===== config.mk =====
export PLATFORM = sky130hd
export DESIGN_NAME = swap_slot_bitmap_allocator_flat
export DESIGN_NICKNAME = d
export VERILOG_FILES = /design/src/hdl/ssba_pkg.sv /design/src/hdl/ssba_if.sv /design/src/hdl/ssba_bitmap_ram.sv /design/src/hdl/ssba_word_scan.sv /design/src/hdl/swap_slot_bitmap_allocator.sv /design/src/flat_wrapper.sv
export SDC_FILE = /design/constraint.sdc
export NUM_CORES = 1
export LEC_CHECK = 0
export BUFFER_PORTS_ARGS = -buffer_cell sky130_fd_sc_hd__buf_2
export CAP_MARGIN = 15
export CORE_MARGIN = 2
export CORE_UTILIZATION = 56
export CTS_CLUSTER_SIZE = 40
export DETAILED_ROUTE_END_ITERATION = 8
export PLACE_DENSITY = 0.78
export SLEW_MARGIN = 20
export SYNTH_ARGS = -nofsm -noshare
export SYNTH_HDL_FRONTEND = slang
export SYNTH_SLANG_ARGS = --single-unit

===== constraint.sdc =====
create_clock -name clk -period 7.3 [get_ports clk]
set_clock_uncertainty 0.05 [all_clocks]
set_input_delay 0.73 -clock clk [delete_from_list [all_inputs] [get_ports clk]]
set_output_delay 0.73 -clock clk [all_outputs]
set_load 0.005 [all_outputs]

===== src/hdl/ssba_pkg.sv =====
// Shared types, widths and codes for the swap slot bitmap allocator.
// No dependencies; every other file of the block imports this package.

package ssba_pkg;

  // Field widths of the request, response and configuration register
  localparam int SLOT_W   = 10;
  localparam int STATUS_W = 2;
  localparam int CNT_W    = 11;

  // Bitmap memory organization: one word holds 32 slot bits
  localparam int WORD_W = 32;
  localparam int BIT_W  = 5;

  // Default capacity of the bitmap in slots
  localparam int MAX_SLOTS_DEF = 1024;

  // Configuration port
  localparam int PADDR_W = 2;
  localparam int PDATA_W = 32;

  // Request command codes
  localparam logic CMD_ALLOC = 1'b0;
  localparam logic CMD_FREE  = 1'b1;

  // Response status codes
  localparam logic [STATUS_W-1:0] ST_OK   = 2'd0;
  localparam logic [STATUS_W-1:0] ST_FULL = 2'd1;
  localparam logic [STATUS_W-1:0] ST_BAD  = 2'd2;

  // Sequencer states
  typedef enum logic [2:0] {
    S_CLEAR,
    S_IDLE,
    S_SCAN,
    S_FREE,
    S_RESP
  } ssba_state_t;

  // Result of examining one bitmap word
  typedef struct packed {
    logic             hit;
    logic [BIT_W-1:0] bit_idx;
    logic             last;
  } ssba_scan_t;

endpackage


===== src/hdl/ssba_if.sv =====
// Request and response channel interfaces of the swap slot allocator.
// Depends on ssba_pkg for the field widths.

interface ssba_req_if import ssba_pkg::*; ();
  logic              valid;
  logic              ready;
  logic              cmd;
  logic [SLOT_W-1:0] slot;

  modport source (output valid, output cmd, output slot, input ready);
  modport sink (input valid, input cmd, input slot, output ready);
endinterface

interface ssba_rsp_if import ssba_pkg::*; ();
  logic                valid;
  logic                ready;
  logic [SLOT_W-1:0]   slot_res;
  logic [STATUS_W-1:0] status;

  modport source (output valid, output slot_res, output status, input ready);
  modport sink (input valid, input slot_res, input status, output ready);
endinterface


===== src/hdl/ssba_bitmap_ram.sv =====
// Used/free bitmap store: one write port and one read port, registered read data.
// Depends on ssba_pkg for the word width.

module ssba_bitmap_ram import ssba_pkg::*; #(
  parameter int DEPTH = 32,
  parameter int AW    = 5
) (
  input  logic              clk,
  input  logic              wr_en,
  input  logic [AW-1:0]     wr_addr,
  input  logic [WORD_W-1:0] wr_data,
  input  logic              rd_en,
  input  logic [AW-1:0]     rd_addr,
  output logic [WORD_W-1:0] rd_data
);

  logic [WORD_W-1:0] mem [DEPTH];

  // Write port
  always_ff @(posedge clk) begin
    if (wr_en) begin
      mem[wr_addr] <= wr_data;
    end
  end

  // Read port, registered read data
  always_ff @(posedge clk) begin
    if (rd_en) begin
      rd_data <= mem[rd_addr];
    end
  end

endmodule


===== src/hdl/ssba_word_scan.sv =====
// Find the lowest free slot of one bitmap word below the usable limit.
// Depends on ssba_pkg for the word width and the scan result struct.

module ssba_word_scan import ssba_pkg::*; #(
  parameter int CW = CNT_W,
  parameter int AW = 5
) (
  input  logic [WORD_W-1:0] data,
  input  logic [AW-1:0]     word,
  input  logic [CW-1:0]     limit,
  output ssba_scan_t        res
);

  logic [CW:0]       base;
  logic [CW:0]       remain;
  logic [WORD_W-1:0] free_bits;
  logic [BIT_W-1:0]  idx;

  // Slots left from the start of this word up to the limit
  assign base   = (CW+1)'({word, BIT_W'(0)});
  assign remain = {1'b0, limit} - base;

  // Mark free bits that lie below the limit
  always_comb begin
    for (int b = 0; b < WORD_W; b++) begin
      free_bits[b] = !data[b] && (remain > (CW+1)'(b));
    end
  end

  // Priority encode, lowest index wins
  always_comb begin
    idx = '0;
    for (int b = WORD_W - 1; b >= 0; b--) begin
      if (free_bits[b]) begin
        idx = BIT_W'(b);
      end
    end
  end

  assign res.hit     = |free_bits;
  assign res.bit_idx = idx;
  assign res.last    = (remain <= (CW+1)'(WORD_W));

endmodule


===== src/hdl/swap_slot_bitmap_allocator.sv =====
// Swap slot bitmap allocator: top level with sequencer and configuration port.
// Depends on ssba_pkg, ssba_if, ssba_bitmap_ram and ssba_word_scan.
//
// Usage: requests arrive on req (cmd, slot); each gives exactly one response
// on rsp (slot_res, status). cmd allocate returns the lowest free slot below
// slot_count, or status full; cmd free releases slot, or answers status bad
// when the slot is out of range or not in use. slot_count is the single APB
// register at every address; write it only while the block is idle.
// Flow: a free reads its word on acceptance, then checks and writes it back in
// S_FREE; an allocate scans in S_SCAN from word 0 up to the hit or the limit.
// Both then load the output register in S_RESP. The scan reads one 32-bit word
// per cycle from the bitmap memory's single read port.
// One request is in flight at a time; req.ready is high again once the result
// sits in the output register.
// Reset: a clearing pass writes every bitmap word to zero, one per cycle
// (MAX_SLOTS/32 rounded up words, 32 by default); req.ready stays low until
// it ends. The block does not check that slot_count writes come while idle.
// Stall: the response register holds while rsp.ready is low; one more request
// is accepted and completed, then the block waits for the register to drain.

module swap_slot_bitmap_allocator import ssba_pkg::*; #(
  parameter int MAX_SLOTS = MAX_SLOTS_DEF
) (
  input  logic               clk,
  input  logic               rst,
  input  logic               psel,
  input  logic               penable,
  input  logic               pwrite,
  input  logic [PADDR_W-1:0] paddr,
  input  logic [PDATA_W-1:0] pwdata,
  output logic [PDATA_W-1:0] prdata,
  output logic               pready,
  ssba_req_if.sink           req,
  ssba_rsp_if.source         rsp
);

  localparam int DEPTH = (MAX_SLOTS + WORD_W - 1) / WORD_W;
  localparam int AW    = (DEPTH > 1) ? $clog2(DEPTH) : 1;
  localparam int LW    = $clog2(MAX_SLOTS + 1);
  localparam int CW    = (LW > CNT_W) ? LW : CNT_W;

  ssba_state_t         state, state_next;
  logic [CNT_W-1:0]    slot_count;
  logic [AW-1:0]       clr_addr, clr_addr_next;
  logic [AW-1:0]       cur_word, cur_word_next;
  logic [AW-1:0]       free_word, free_word_next;
  logic [BIT_W-1:0]    free_bit, free_bit_next;
  logic                free_ok, free_ok_next;
  logic [SLOT_W-1:0]   res_slot, res_slot_next;
  logic [STATUS_W-1:0] res_status, res_status_next;
  logic                out_valid, out_valid_next;
  logic [SLOT_W-1:0]   out_slot, out_slot_next;
  logic [STATUS_W-1:0] out_status, out_status_next;

  logic [CW-1:0]       count_ext;
  logic [CW-1:0]       limit;
  logic [CW-1:0]       slot_ext;
  logic [AW-1:0]       slot_word;
  logic [AW+BIT_W-1:0] alloc_idx;

  logic                wr_en;
  logic [AW-1:0]       wr_addr;
  logic [WORD_W-1:0]   wr_data;
  logic                rd_en;
  logic [AW-1:0]       rd_addr;
  logic [WORD_W-1:0]   rd_data;
  ssba_scan_t          scan;

  // Configuration register, single entry, every write lands in slot_count
  always_ff @(posedge clk) begin
    if (rst) begin
      slot_count <= '0;
    end else if (psel && penable && pwrite) begin
      slot_count <= pwdata[CNT_W-1:0];
    end
  end

  assign prdata = PDATA_W'(slot_count);
  assign pready = 1'b1;

  // Clamp the slot count to the bitmap capacity
  assign count_ext = CW'(slot_count);
  assign limit     = (count_ext > CW'(MAX_SLOTS)) ? CW'(MAX_SLOTS) : count_ext;

  // Word and bit of the slot named by a free request
  assign slot_ext  = CW'(req.slot);
  assign slot_word = slot_ext[AW+BIT_W-1:BIT_W];
  assign alloc_idx = {cur_word, scan.bit_idx};

  ssba_bitmap_ram #(
    .DEPTH (DEPTH),
    .AW    (AW)
  ) u_ram (
    .clk     (clk),
    .wr_en   (wr_en),
    .wr_addr (wr_addr),
    .wr_data (wr_data),
    .rd_en   (rd_en),
    .rd_addr (rd_addr),
    .rd_data (rd_data)
  );

  ssba_word_scan #(
    .CW (CW),
    .AW (AW)
  ) u_scan (
    .data  (rd_data),
    .word  (cur_word),
    .limit (limit),
    .res   (scan)
  );

  // State and datapath registers
  always_ff @(posedge clk) begin
    if (rst) begin
      state     <= S_CLEAR;
      clr_addr  <= '0;
      out_valid <= 1'b0;
    end else begin
      state     <= state_next;
      clr_addr  <= clr_addr_next;
      out_valid <= out_valid_next;
    end
  end

  always_ff @(posedge clk) begin
    cur_word   <= cur_word_next;
    free_word  <= free_word_next;
    free_bit   <= free_bit_next;
    free_ok    <= free_ok_next;
    res_slot   <= res_slot_next;
    res_status <= res_status_next;
    out_slot   <= out_slot_next;
    out_status <= out_status_next;
  end

  // Sequencer: clear, accept, scan or check, then hand the result over.
  // The write-back of a request lands before the next request reads, so no
  // forwarding is needed.
  always_comb begin
    state_next      = state;
    clr_addr_next   = clr_addr;
    cur_word_next   = cur_word;
    free_word_next  = free_word;
    free_bit_next   = free_bit;
    free_ok_next    = free_ok;
    res_slot_next   = res_slot;
    res_status_next = res_status;
    out_slot_next   = out_slot;
    out_status_next = out_status;
    out_valid_next  = out_valid;
    req.ready       = 1'b0;
    wr_en           = 1'b0;
    wr_addr         = free_word;
    wr_data         = '0;
    rd_en           = 1'b0;
    rd_addr         = '0;

    // Drop the response once taken
    if (out_valid && rsp.ready) begin
      out_valid_next = 1'b0;
    end

    case (state)
      S_CLEAR: begin
        wr_en         = 1'b1;
        wr_addr       = clr_addr;
        wr_data       = '0;
        clr_addr_next = clr_addr + AW'(1);
        if (clr_addr == AW'(DEPTH - 1)) begin
          state_next = S_IDLE;
        end
      end
      S_IDLE: begin
        req.ready = 1'b1;
        if (req.valid) begin
          rd_en = 1'b1;
          if (req.cmd == CMD_FREE) begin
            rd_addr        = slot_word;
            free_word_next = slot_word;
            free_bit_next  = slot_ext[BIT_W-1:0];
            free_ok_next   = (slot_ext < limit);
            state_next     = S_FREE;
          end else begin
            rd_addr       = '0;
            cur_word_next = '0;
            if (limit == '0) begin
              res_slot_next   = '0;
              res_status_next = ST_FULL;
              state_next      = S_RESP;
            end else begin
              state_next = S_SCAN;
            end
          end
        end
      end
      S_SCAN: begin
        if (scan.hit) begin
          // Mark the slot used and report it
          wr_en           = 1'b1;
          wr_addr         = cur_word;
          wr_data         = rd_data | (WORD_W'(1) << scan.bit_idx);
          res_slot_next   = SLOT_W'(alloc_idx);
          res_status_next = ST_OK;
          state_next      = S_RESP;
        end else if (scan.last) begin
          res_slot_next   = '0;
          res_status_next = ST_FULL;
          state_next      = S_RESP;
        end else begin
          // Advance to the next word
          rd_en         = 1'b1;
          rd_addr       = cur_word + AW'(1);
          cur_word_next = cur_word + AW'(1);
        end
      end
      S_FREE: begin
        res_slot_next = '0;
        if (free_ok && rd_data[free_bit]) begin
          wr_en           = 1'b1;
          wr_addr         = free_word;
          wr_data         = rd_data & ~(WORD_W'(1) << free_bit);
          res_status_next = ST_OK;
        end else begin
          res_status_next = ST_BAD;
        end
        state_next = S_RESP;
      end
      S_RESP: begin
        // Hold until the output register is free
        if (!out_valid || rsp.ready) begin
          out_valid_next  = 1'b1;
          out_slot_next   = res_slot;
          out_status_next = res_status;
          state_next      = S_IDLE;
        end
      end
      default: begin
        state_next = S_IDLE;
      end
    endcase
  end

  assign rsp.valid    = out_valid;
  assign rsp.slot_res = out_slot;
  assign rsp.status   = out_status;

endmodule


===== src/flat_wrapper.sv =====
// flat-port wrapper written by rule: the top's interface ports become plain ports
module swap_slot_bitmap_allocator_flat import ssba_pkg::*;
#(
  parameter int MAX_SLOTS = MAX_SLOTS_DEF
)
  (clk, rst, psel, penable, pwrite, paddr, pwdata, prdata, pready, req_valid, req_cmd, req_slot, req_ready, rsp_valid, rsp_slot_res, rsp_status, rsp_ready);
  ssba_req_if req_i ();
  ssba_rsp_if rsp_i ();
  input  logic clk;
  input  logic rst;
  input  logic psel;
  input  logic penable;
  input  logic pwrite;
  input  logic [PADDR_W-1:0] paddr;
  input  logic [PDATA_W-1:0] pwdata;
  output logic [PDATA_W-1:0] prdata;
  output logic pready;
  input wire logic [$bits(req_i.valid)-1:0] req_valid;
  input wire logic [$bits(req_i.cmd)-1:0] req_cmd;
  input wire logic [$bits(req_i.slot)-1:0] req_slot;
  output wire logic [$bits(req_i.ready)-1:0] req_ready;
  output wire logic [$bits(rsp_i.valid)-1:0] rsp_valid;
  output wire logic [$bits(rsp_i.slot_res)-1:0] rsp_slot_res;
  output wire logic [$bits(rsp_i.status)-1:0] rsp_status;
  input wire logic [$bits(rsp_i.ready)-1:0] rsp_ready;
  assign req_i.valid = req_valid;
  assign req_i.cmd = req_cmd;
  assign req_i.slot = req_slot;
  assign req_ready = req_i.ready;
  assign rsp_valid = rsp_i.valid;
  assign rsp_slot_res = rsp_i.slot_res;
  assign rsp_status = rsp_i.status;
  assign rsp_i.ready = rsp_ready;
  swap_slot_bitmap_allocator #(.MAX_SLOTS(MAX_SLOTS)) u_core (.clk(clk), .rst(rst), .psel(psel), .penable(penable), .pwrite(pwrite), .paddr(paddr), .pwdata(pwdata), .prdata(prdata), .pready(pready), .req(req_i), .rsp(rsp_i));
endmodule

==> flow_summary.rst, run 1 <==
.. list-table::
   :header-rows: 1

   * - Metric
     - Value
   * - Detailed-route DRC error count
     - 0
   * - Die Span Y
     - 292 µm
   * - Total buffers and inverters traversed by the critical path
     - 3
   * - Element type at the critical path end
     - register
   * - Family with the most delay on the worst path
     - compound AO/OA/AOI/OAI gates
   * - Synth cell types
     - 83
   * - Number of max-cap violations
     - 0
   * - Startpoint of the worst register-to-register path
     - u_core.count_ext[10]
   * - Number of DRC markers after the initial detailed-route iteration
     - ~4000
   * - Post-synthesis instance total
     - 3098
   * - Number of global-route vias before repair
     - 28755
   * - Layout area overhead
     - 11.8%
   * - Final wirelength
     - 125000 µm
   * - Global-route wire length before repair
     - roughly 180000 µm
   * - Tightest Pin Transition
     - 1.07 ns
   * - Post-synth EDFFs
     - 1096
   * - Max Slew Vio Count
     - 0
   * - Setup repair after global routing missed its margin
     - no
   * - Area after detailed placement
     - slightly below 50000 µm²
   * - Die W
     - roughly 290 µm
   * - Die area
     - 85400 µm²
   * - Maximum cell stage delay along the critical path
     - between 0.6 and 0.7 ns
   * - I/O pins
     - 99
   * - Outcome
     - completed
   * - Placer congestion estimate
     - 0.935
   * - CTS tree
     - done
   * - Most instantiated library cell after synthesis
     - edfxtp_1
   * - Post-synthesis sequential element count
     - 1116
   * - Share of synthesized flip-flops with an asynchronous set or reset
     - 0
   * - Kind of launch point of the worst setup path
     - register
   * - Sequential share of the synthesized area
     - 0.716
   * - Worst Path Class, Setup
     - reg -> reg
   * - Synth Flop Type
     - edfxtp_1
   * - Post-CTS repair timing setup buffer count
     - 0
   * - Worst min-delay path class
     - in -> reg
   * - HPWL reported at the end of detailed placement
     - 72100 µm
   * - Clock-pin transition on the worst setup and hold timing paths
     - ~0.060 ns
   * - Number of warnings reported in the yosys synthesis log
     - 0
   * - Tmin final
     - roughly 7 ns
   * - Average instance area after synthesis
     - 15.0 µm²
   * - Number of sinks on the clock net
     - 1116
   * - DR vias/cell
     - around 6.8
   * - Setup violators final
     - 0
   * - Library cell with the largest summed area after synthesis
     - edfxtp_1
   * - Dominant cells by area after synthesis
     - edfxtp_1, mux2_2, a221oi_1, mux2i_1, o21ai_0
   * - Top cell by count, worst path
     - buf_12
   * - Overall routing resource usage
     - 0.292
   * - Number of H-tree levels
     - 3
   * - Effective utilization at floorplan
     - 0.567
   * - Power density over the cells
     - 243 nW/µm²
   * - Leakage
     - 16.5 nW
   * - Area of all placed cells without fillers
     - 52000 µm²
   * - Number of vias after detailed routing
     - 29235
   * - Post-layout net count
     - about 3200
   * - Clock insertion delay at the later pin of the skew report
     - 0.71 ns
   * - Fmax
     - 143 MHz
   * - Area of the placeable core
     - 82100 µm²
   * - Most frequent cells after synthesis
     - edfxtp_1, nand2_1, o21ai_0
   * - Detail Route Antenna Nets
     - 0
   * - TNS Setup
     - 0 ns
   * - Routed length per instance
     - ~29 µm
   * - Share of Yosys cell area claimed by the top area cell type
     - 0.707
   * - Number of failing hold endpoints at the final stage
     - 0
   * - Worst max-slew margin expressed relative to the limit
     - 0.290
   * - Port bufs
     - 53
   * - Area of the multi-input gates
     - 12500 µm²
   * - Total iterations of the first detailed-routing run
     - 6
   * - Biggest fanout along the worst timing path
     - 36
   * - Fraction of layout instances using a drive strength above 1
     - 0.187
   * - Crit path DAT
     - 7.40 ns
   * - Total overflow reported by the global router
     - 0
   * - Cells along the critical path
     - nand2b_1, ha_1, inv_1, fa_1, a211oi_1, o211ai_1, o41a_1, a211oi_4, buf_12, nand2_2, o32a_1, or3b_1, or4_4, o21ai_4, buf_12, mux2_2, a2111oi_0, nand4_1, and3_1
   * - Number of antenna violations at the first check in global routing
     - 1
   * - Library cell contributing the largest single delay on the critical path
     - a2111oi_0
   * - Num CTS Buffers
     - approximately 110
   * - Site row count
     - 105
   * - Sequential cell area in the final layout
     - 33300 µm²
   * - Fill cell count
     - 5522
   * - CTS root buf
     - clkbuf_16
   * - Maximum number of pins on one net before global-route repair
     - 162
   * - Antenna cell count
     - 0
   * - CP startpoint
     - u_core.count_ext[10]
   * - Post-route fraction of the period consumed by the critical path
     - 0.958
   * - Maximum vdd ir drop
     - 0.208 mV
   * - Hold wc startpoint
     - req_slot[4]
   * - Synth Cell Area
     - around 47000 µm²
   * - Maximum clock insertion buffer count
     - 3
   * - Required arrival time at the worst endpoint
     - between 7 and 8 ns
-- power by group --
group | internal, mW | switching (mW) | total [mW]
logic | 0.102 | 0.218 | 0.320
registers | 7.03 | 0.0248 | 7.05
clock network | 2.93 | 2.34 | 5.27
-- stage by stage --
step,std cells,worst slack [ns],hold slack (ns),util,power [mW]
floorplan,3118,0.189,0.350,-,7.37
global route,4310,0.140,0.222,0.633,13.0
CTS,4310,0.120,0.217,0.632,12.7
finish,4310,0.309,0.240,0.633,12.6
global placement,4119,0.438,0.352,0.592,7.49
detailed placement,4119,0.166,0.355,0.592,7.50
-- worst paths after layout --
kind	slack, ns	endpoint	depth (start not counted)
min	0.24	u_core.free_bit[4]	1
max	0.31	u_core.u_ram.rd_data[16]	19
max reg2reg	0.31	u_core.u_ram.rd_data[16]	19
min reg2reg	0.37	u_core.rsp.slot_res[3]	0
-- cells in the final DEF, fill, tap and decap left out, drive strengths merged, types with 22 or more instances in the layout --
cell	netlist	final
mux2i	119	119
a221oi	152	152
o211ai	75	75
nor2	87	87
nand4	23	23
mux2	181	181
buf	89	168
clkinv	0	39
clkbuf	148	139
edfxtp	1096	1096
o22ai	28	28
a21oi	147	147
nand3	69	69
nand2	253	253
a2111oi	42	42
inv	50	54
o211a	22	22
nand2b	22	22
conb	2	22
o21ai	206	206
-- cell families (layout without fill, tap and decap cells) --
| logic type | count (synthesis) | in the layout | synth area share |
|---|---|---|---|
| mux | 310 | 310 | 0.0742 |
| compound gates | 771 | 771 | 0.114 |
| fa+ha+maj | 18 | 18 | 0.00500 |
| buf+inv | 287 | 409 | 0.0290 |
| other cells | 2 | 22 | 0.000161 |
| simple gates | 585 | 585 | 0.0601 |
| xor+xnor | 9 | 9 | 0.00169 |
| flops | 1116 | 1116 | 0.716 |
-- sequential cells by signal, indices dropped and copies added (netlist names) --
name	cells
u_core.u_ram.mem	1024
u_core.rsp.valid	1
u_core.rsp.slot_res	10
u_core.count_ext	11
u_core.free_word	5
u_core.cur_word	5
u_core.free_ok	1
u_core.u_ram.rd_data	32
u_core.free_bit	5
u_core.rsp.status	2
u_core.res_slot	10
u_core.clr_addr	5
u_core.state	3
u_core.res_status	2
-- layout make-up --
| class | count | share of cell area |
|---|---|---|
| Clock buffer | 139 | 0.0548 |
| Tap cell | 1070 | 0.0257 |
| Clock inverter | 52 | 0.00921 |
| Inverter | 50 | 0.00361 |
| Multi-Input combinational cell | 1715 | 0.240 |
| Sequential cell | 1116 | 0.641 |
| Timing Repair Buffer | 168 | 0.0263 |
-- metal layers --
layer,track usage,share of wire,up-vias
li1,-,-,12382
met1,0.387,0.37,14594
met2,0.466,0.47,1921
met3,0.0683,0.12,336
met4,0.127,0.044,2
met5,0,0.000096,-
-- timing repair --
item | 4_1_cts | 5_1_grt
setup endpoints to repair | 0 | 12
hold buffers | 0 | 0
gates resized for setup | 0 | 1
No activity file was read; power rests on OpenSTA's default activity.
==> inputs of run 2 (changes only) <==
--- a/config.mk
+++ b/config.mk
@@ -7,6 +7,7 @@
 export LEC_CHECK = 0
 export BUFFER_PORTS_ARGS = -buffer_cell sky130_fd_sc_hd__buf_2
 export CAP_MARGIN = 15
+export CORE_ASPECT_RATIO = 0.75
 export CORE_MARGIN = 2
 export CORE_UTILIZATION = 56
 export CTS_CLUSTER_SIZE = 40
==> flow_summary.rst, run 2 (same netlist as run 1, synthesis figures left out) <==
.. list-table::
   :header-rows: 1

   * - Metric
     - Value
   * - Fill cell count
     - 5675 (was 5522)
   * - Power Internal
     - 10.1 mW (about the same)
   * - CTS tree
     - done (unchanged)
   * - Die Span Y
     - 254 µm (was 292 µm)
   * - Die W
     - 337 µm (was 292 µm)
   * - Number of vias after detailed routing
     - 29677 (was 29235)
   * - Worst Path Class, Setup
     - reg -> reg (unchanged)
   * - Biggest fanout along the worst timing path
     - 39 (was 36)
   * - Die area
     - 85400 µm² (about the same)
   * - Maximum number of pins on one net before global-route repair
     - 116 (was 162)
   * - Leakage
     - 16.6 nW (was 16.5 nW)
   * - Site row count
     - 91 (was 105)
   * - Placer congestion estimate
     - 0.915 (was 0.935)
   * - Switching power of the nets
     - 2.58 mW (about the same)
   * - Library cell contributing the largest single delay on the critical path
     - a2111oi_0 (unchanged)
   * - Total overflow reported by the global router
     - 0 (unchanged)
   * - Setup repair after global routing missed its margin
     - no (unchanged)
   * - Area of the placeable core
     - 82200 µm² (was 82100 µm²)
   * - Number of placed instances, taps included
     - 4178 (was 4119)
   * - Maximum cell stage delay along the critical path
     - 0.96 ns (was 0.65 ns)
   * - Clock-pin transition on the worst setup and hold timing paths
     - 0.07 ns (was 0.06 ns)
   * - Fmax
     - 141 MHz (was 143 MHz)
   * - Tightest Pin Transition
     - 1.19 ns (was 1.07 ns)
   * - I/O pins
     - 99 (unchanged)
   * - Worst max-slew margin expressed relative to the limit
     - 0.202 (was 0.290)
   * - Net Sw Frac
     - 0.203 (was 0.204)
   * - Number of H-tree levels
     - 3 (unchanged)
   * - Effective utilization at floorplan
     - 0.566 (was 0.567)
   * - CTS root buf
     - clkbuf_16 (unchanged)
   * - Max Slew Vio Count
     - 0 (unchanged)
   * - Maximum vdd ir drop
     - 0.223 mV (was 0.208 mV)
   * - Count of hold-fix buffers inserted at cts
     - 0 (unchanged)
   * - Tmin final
     - 7.12 ns (was 6.99 ns)
   * - Post-layout net count
     - 3234 (was 3227)
   * - Area after detailed placement
     - 48900 µm² (was 48600 µm²)
   * - Total buffers and inverters traversed by the critical path
     - 5 (was 3)
   * - Hold slack final
     - 0.239 ns (was 0.240 ns)
   * - Number of DRC markers after the initial detailed-route iteration
     - 4678 (was 4094)
   * - Outcome
     - completed (unchanged)
   * - Sequential fraction of design power
     - 0.557 (was 0.558)
   * - Number of sinks on the clock net
     - 1116 (unchanged)
   * - Maximum clock insertion buffer count
     - 3 (unchanged)
   * - Routed length per instance
     - 29.5 µm (was 29.1 µm)
   * - Family with the most delay on the worst path
     - compound AO/OA/AOI/OAI gates (unchanged)
   * - Setup violators final
     - 0 (unchanged)
   * - Final non-filler cell total
     - 4362 (was 4310)
   * - TNS Setup
     - 0 ns (unchanged)
   * - Overall routing resource usage
     - 0.300 (was 0.292)
   * - Commonest non-fill, non-tap cells in the layout
     - edfxtp_1, nand2_1, mux2_2 (unchanged)
   * - Global-route wire length before repair
     - 186000 µm (was 184000 µm)
   * - Share of the core filled with cells
     - 0.636 (was 0.633)
   * - Final wirelength
     - 129000 µm (was 125000 µm)
   * - Area of all placed cells without fillers
     - 52300 µm² (was 52000 µm²)
   * - Power density over the cells
     - 242 nW/µm² (was 243 nW/µm²)
   * - Layout area overhead
     - 12.3% (was 11.8%)
   * - Element type at the critical path end
     - register (unchanged)
   * - Largest Register
     - u_core.u_ram.mem (unchanged)
   * - Port bufs
     - 53 (unchanged)
   * - Kind of launch point of the worst setup path
     - register (unchanged)
   * - Smallest setup slack after layout
     - 0.185 ns (was 0.309 ns)
   * - Number of max-cap violations
     - 0 (unchanged)
   * - Post-placement setup slack
     - 0.212 ns (was 0.166 ns)
   * - Number of failing hold endpoints at the final stage
     - 0 (unchanged)
   * - Antenna cell count
     - 0 (unchanged)
   * - Crit path DAT
     - 7.53 ns (was 7.40 ns)
   * - Number of antenna violations at the first check in global routing
     - 3 (was 1)
   * - Top cell by count, worst path
     - buf_4 (was buf_12)
   * - Post-route fraction of the period consumed by the critical path
     - 0.975 (was 0.958)
   * - HPWL reported at the end of detailed placement
     - 75400 µm (was 72100 µm)
   * - PnR Total Power
     - 12.7 mW (was 12.6 mW)
   * - Total iterations of the first detailed-routing run
     - 6 (unchanged)
   * - Num CTS Buffers
     - 99 (was 106)
   * - Fraction of layout instances using a drive strength above 1
     - 0.193 (was 0.187)
   * - DR vias/cell
     - 6.80 (was 6.78)
   * - Portion of total power attributed to the clock network
     - 0.417 (about the same)
   * - Detailed-route DRC error count
     - 0 (unchanged)
   * - Combinational cell fraction of total power
     - 0.027 (was 0.025)
   * - Largest register FFs
     - 1024 (unchanged)
   * - Detail Route Antenna Nets
     - 0 (unchanged)
   * - Number of global-route vias before repair
     - 28276 (was 28755)
   * - Worst min-delay path class
     - in -> reg (unchanged)
   * - Required arrival time at the worst endpoint
     - 7.72 ns (was 7.71 ns)
   * - Clock insertion delay at the later pin of the skew report
     - 0.69 ns (was 0.71 ns)
   * - Cells along the critical path
     - buf_4, nand2b_1, inv_1, ha_1, nor2_1, a21oi_1, o41a_1, a211oi_4, buf_12, nand2_2, o32a_1, or3b_1, or4_1, buf_4, o21a_4, a2111oi_0, a2111oi_2, buf_4, nand4_1, and3_1 (was nand2b_1, ha_1, inv_1, fa_1, a211oi_1, o211ai_1, o41a_1, a211oi_4, buf_12, nand2_2, o32a_1, or3b_1, or4_4, o21ai_4, buf_12, mux2_2, a2111oi_0, nand4_1, and3_1)
   * - Most common library cell in the layout ignoring fill and taps
     - edfxtp_1 (unchanged)
run 2: changes by cell type in the layout (fill, tap and decap cells not counted), sizes merged:
| cell | previous run | this run |
|---|---|---|
| buf | 168 | 182 |
| bufinv | 5 | 11 |
| clkbuf | 139 | 118 |
| clkinv | 39 | 49 |
| clkinvlp | 4 | 3 |
| inv | 54 | 52 |
run 2: final timing paths:
path	startpoint	end	slack [ns]	cells past startpoint
worst max-delay path	u_core.count_ext[10]	u_core.u_ram.rd_data[7]	0.18	20
worst min-delay path	req_slot[4]	u_core.free_bit[4]	0.24	1
worst max register to register	u_core.count_ext[10]	u_core.u_ram.rd_data[7]	0.18	20
worst min register to register	u_core.res_slot[0]	u_core.rsp.slot_res[0]	0.37	0
run 2: power by group through the flow:
stage	registers (mW)	logic [mW]	clock network (mW)
3_3_place_gp	7.18	0.322	0
3_5_place_dp	7.19	0.330	0
5_1_grt	7.05	0.361	5.54
2_1_floorplan	7.18	0.187	0
4_1_cts	7.05	0.332	5.30
6_report	7.05	0.340	5.28
run 2: timing repair:
item / CTS / global route
buffers inserted: 0 / 1
gates resized for setup: 0 / 8
setup endpoints to repair: 0 / 25
run 2: metal layers:
layer,track usage,part of all wire
met5,0,0.000078
met4,0.107,0.035
met1,0.430,0.38
met2,0.438,0.44
met3,0.0881,0.14
run 2: layout make-up:
cell class / count / area, µm² / share of cell area
clock inverters: 65 / 633 / 0.0121
inverters: 50 / 188 / 0.00359
repair buffers: 182 / 1620 / 0.0310
flip-flops and latches: 1116 / 33300 / 0.637
clock buffers: 118 / 2620 / 0.0502
well taps: 1116 / 1400 / 0.0267
multi-input cells: 1715 / 12500 / 0.239
run 2: worst register-to-register path: stages (launching register included):
cell       delay, ns
dfxtp_1         0.38
buf_4           0.29
nand2b_1        0.17
inv_1           0.05
ha_1            0.34
nor2_1          0.12
a21oi_1         0.08
o41a_1          0.50
a211oi_4        0.27
buf_12          0.24
nand2_2         0.13
o32a_1          0.41
or3b_1          0.55
or4_1           0.61
buf_4           0.35
o21a_4          0.48
a2111oi_0       0.96
a2111oi_2       0.25
buf_4           0.22
nand4_1         0.09
and3_1          0.35
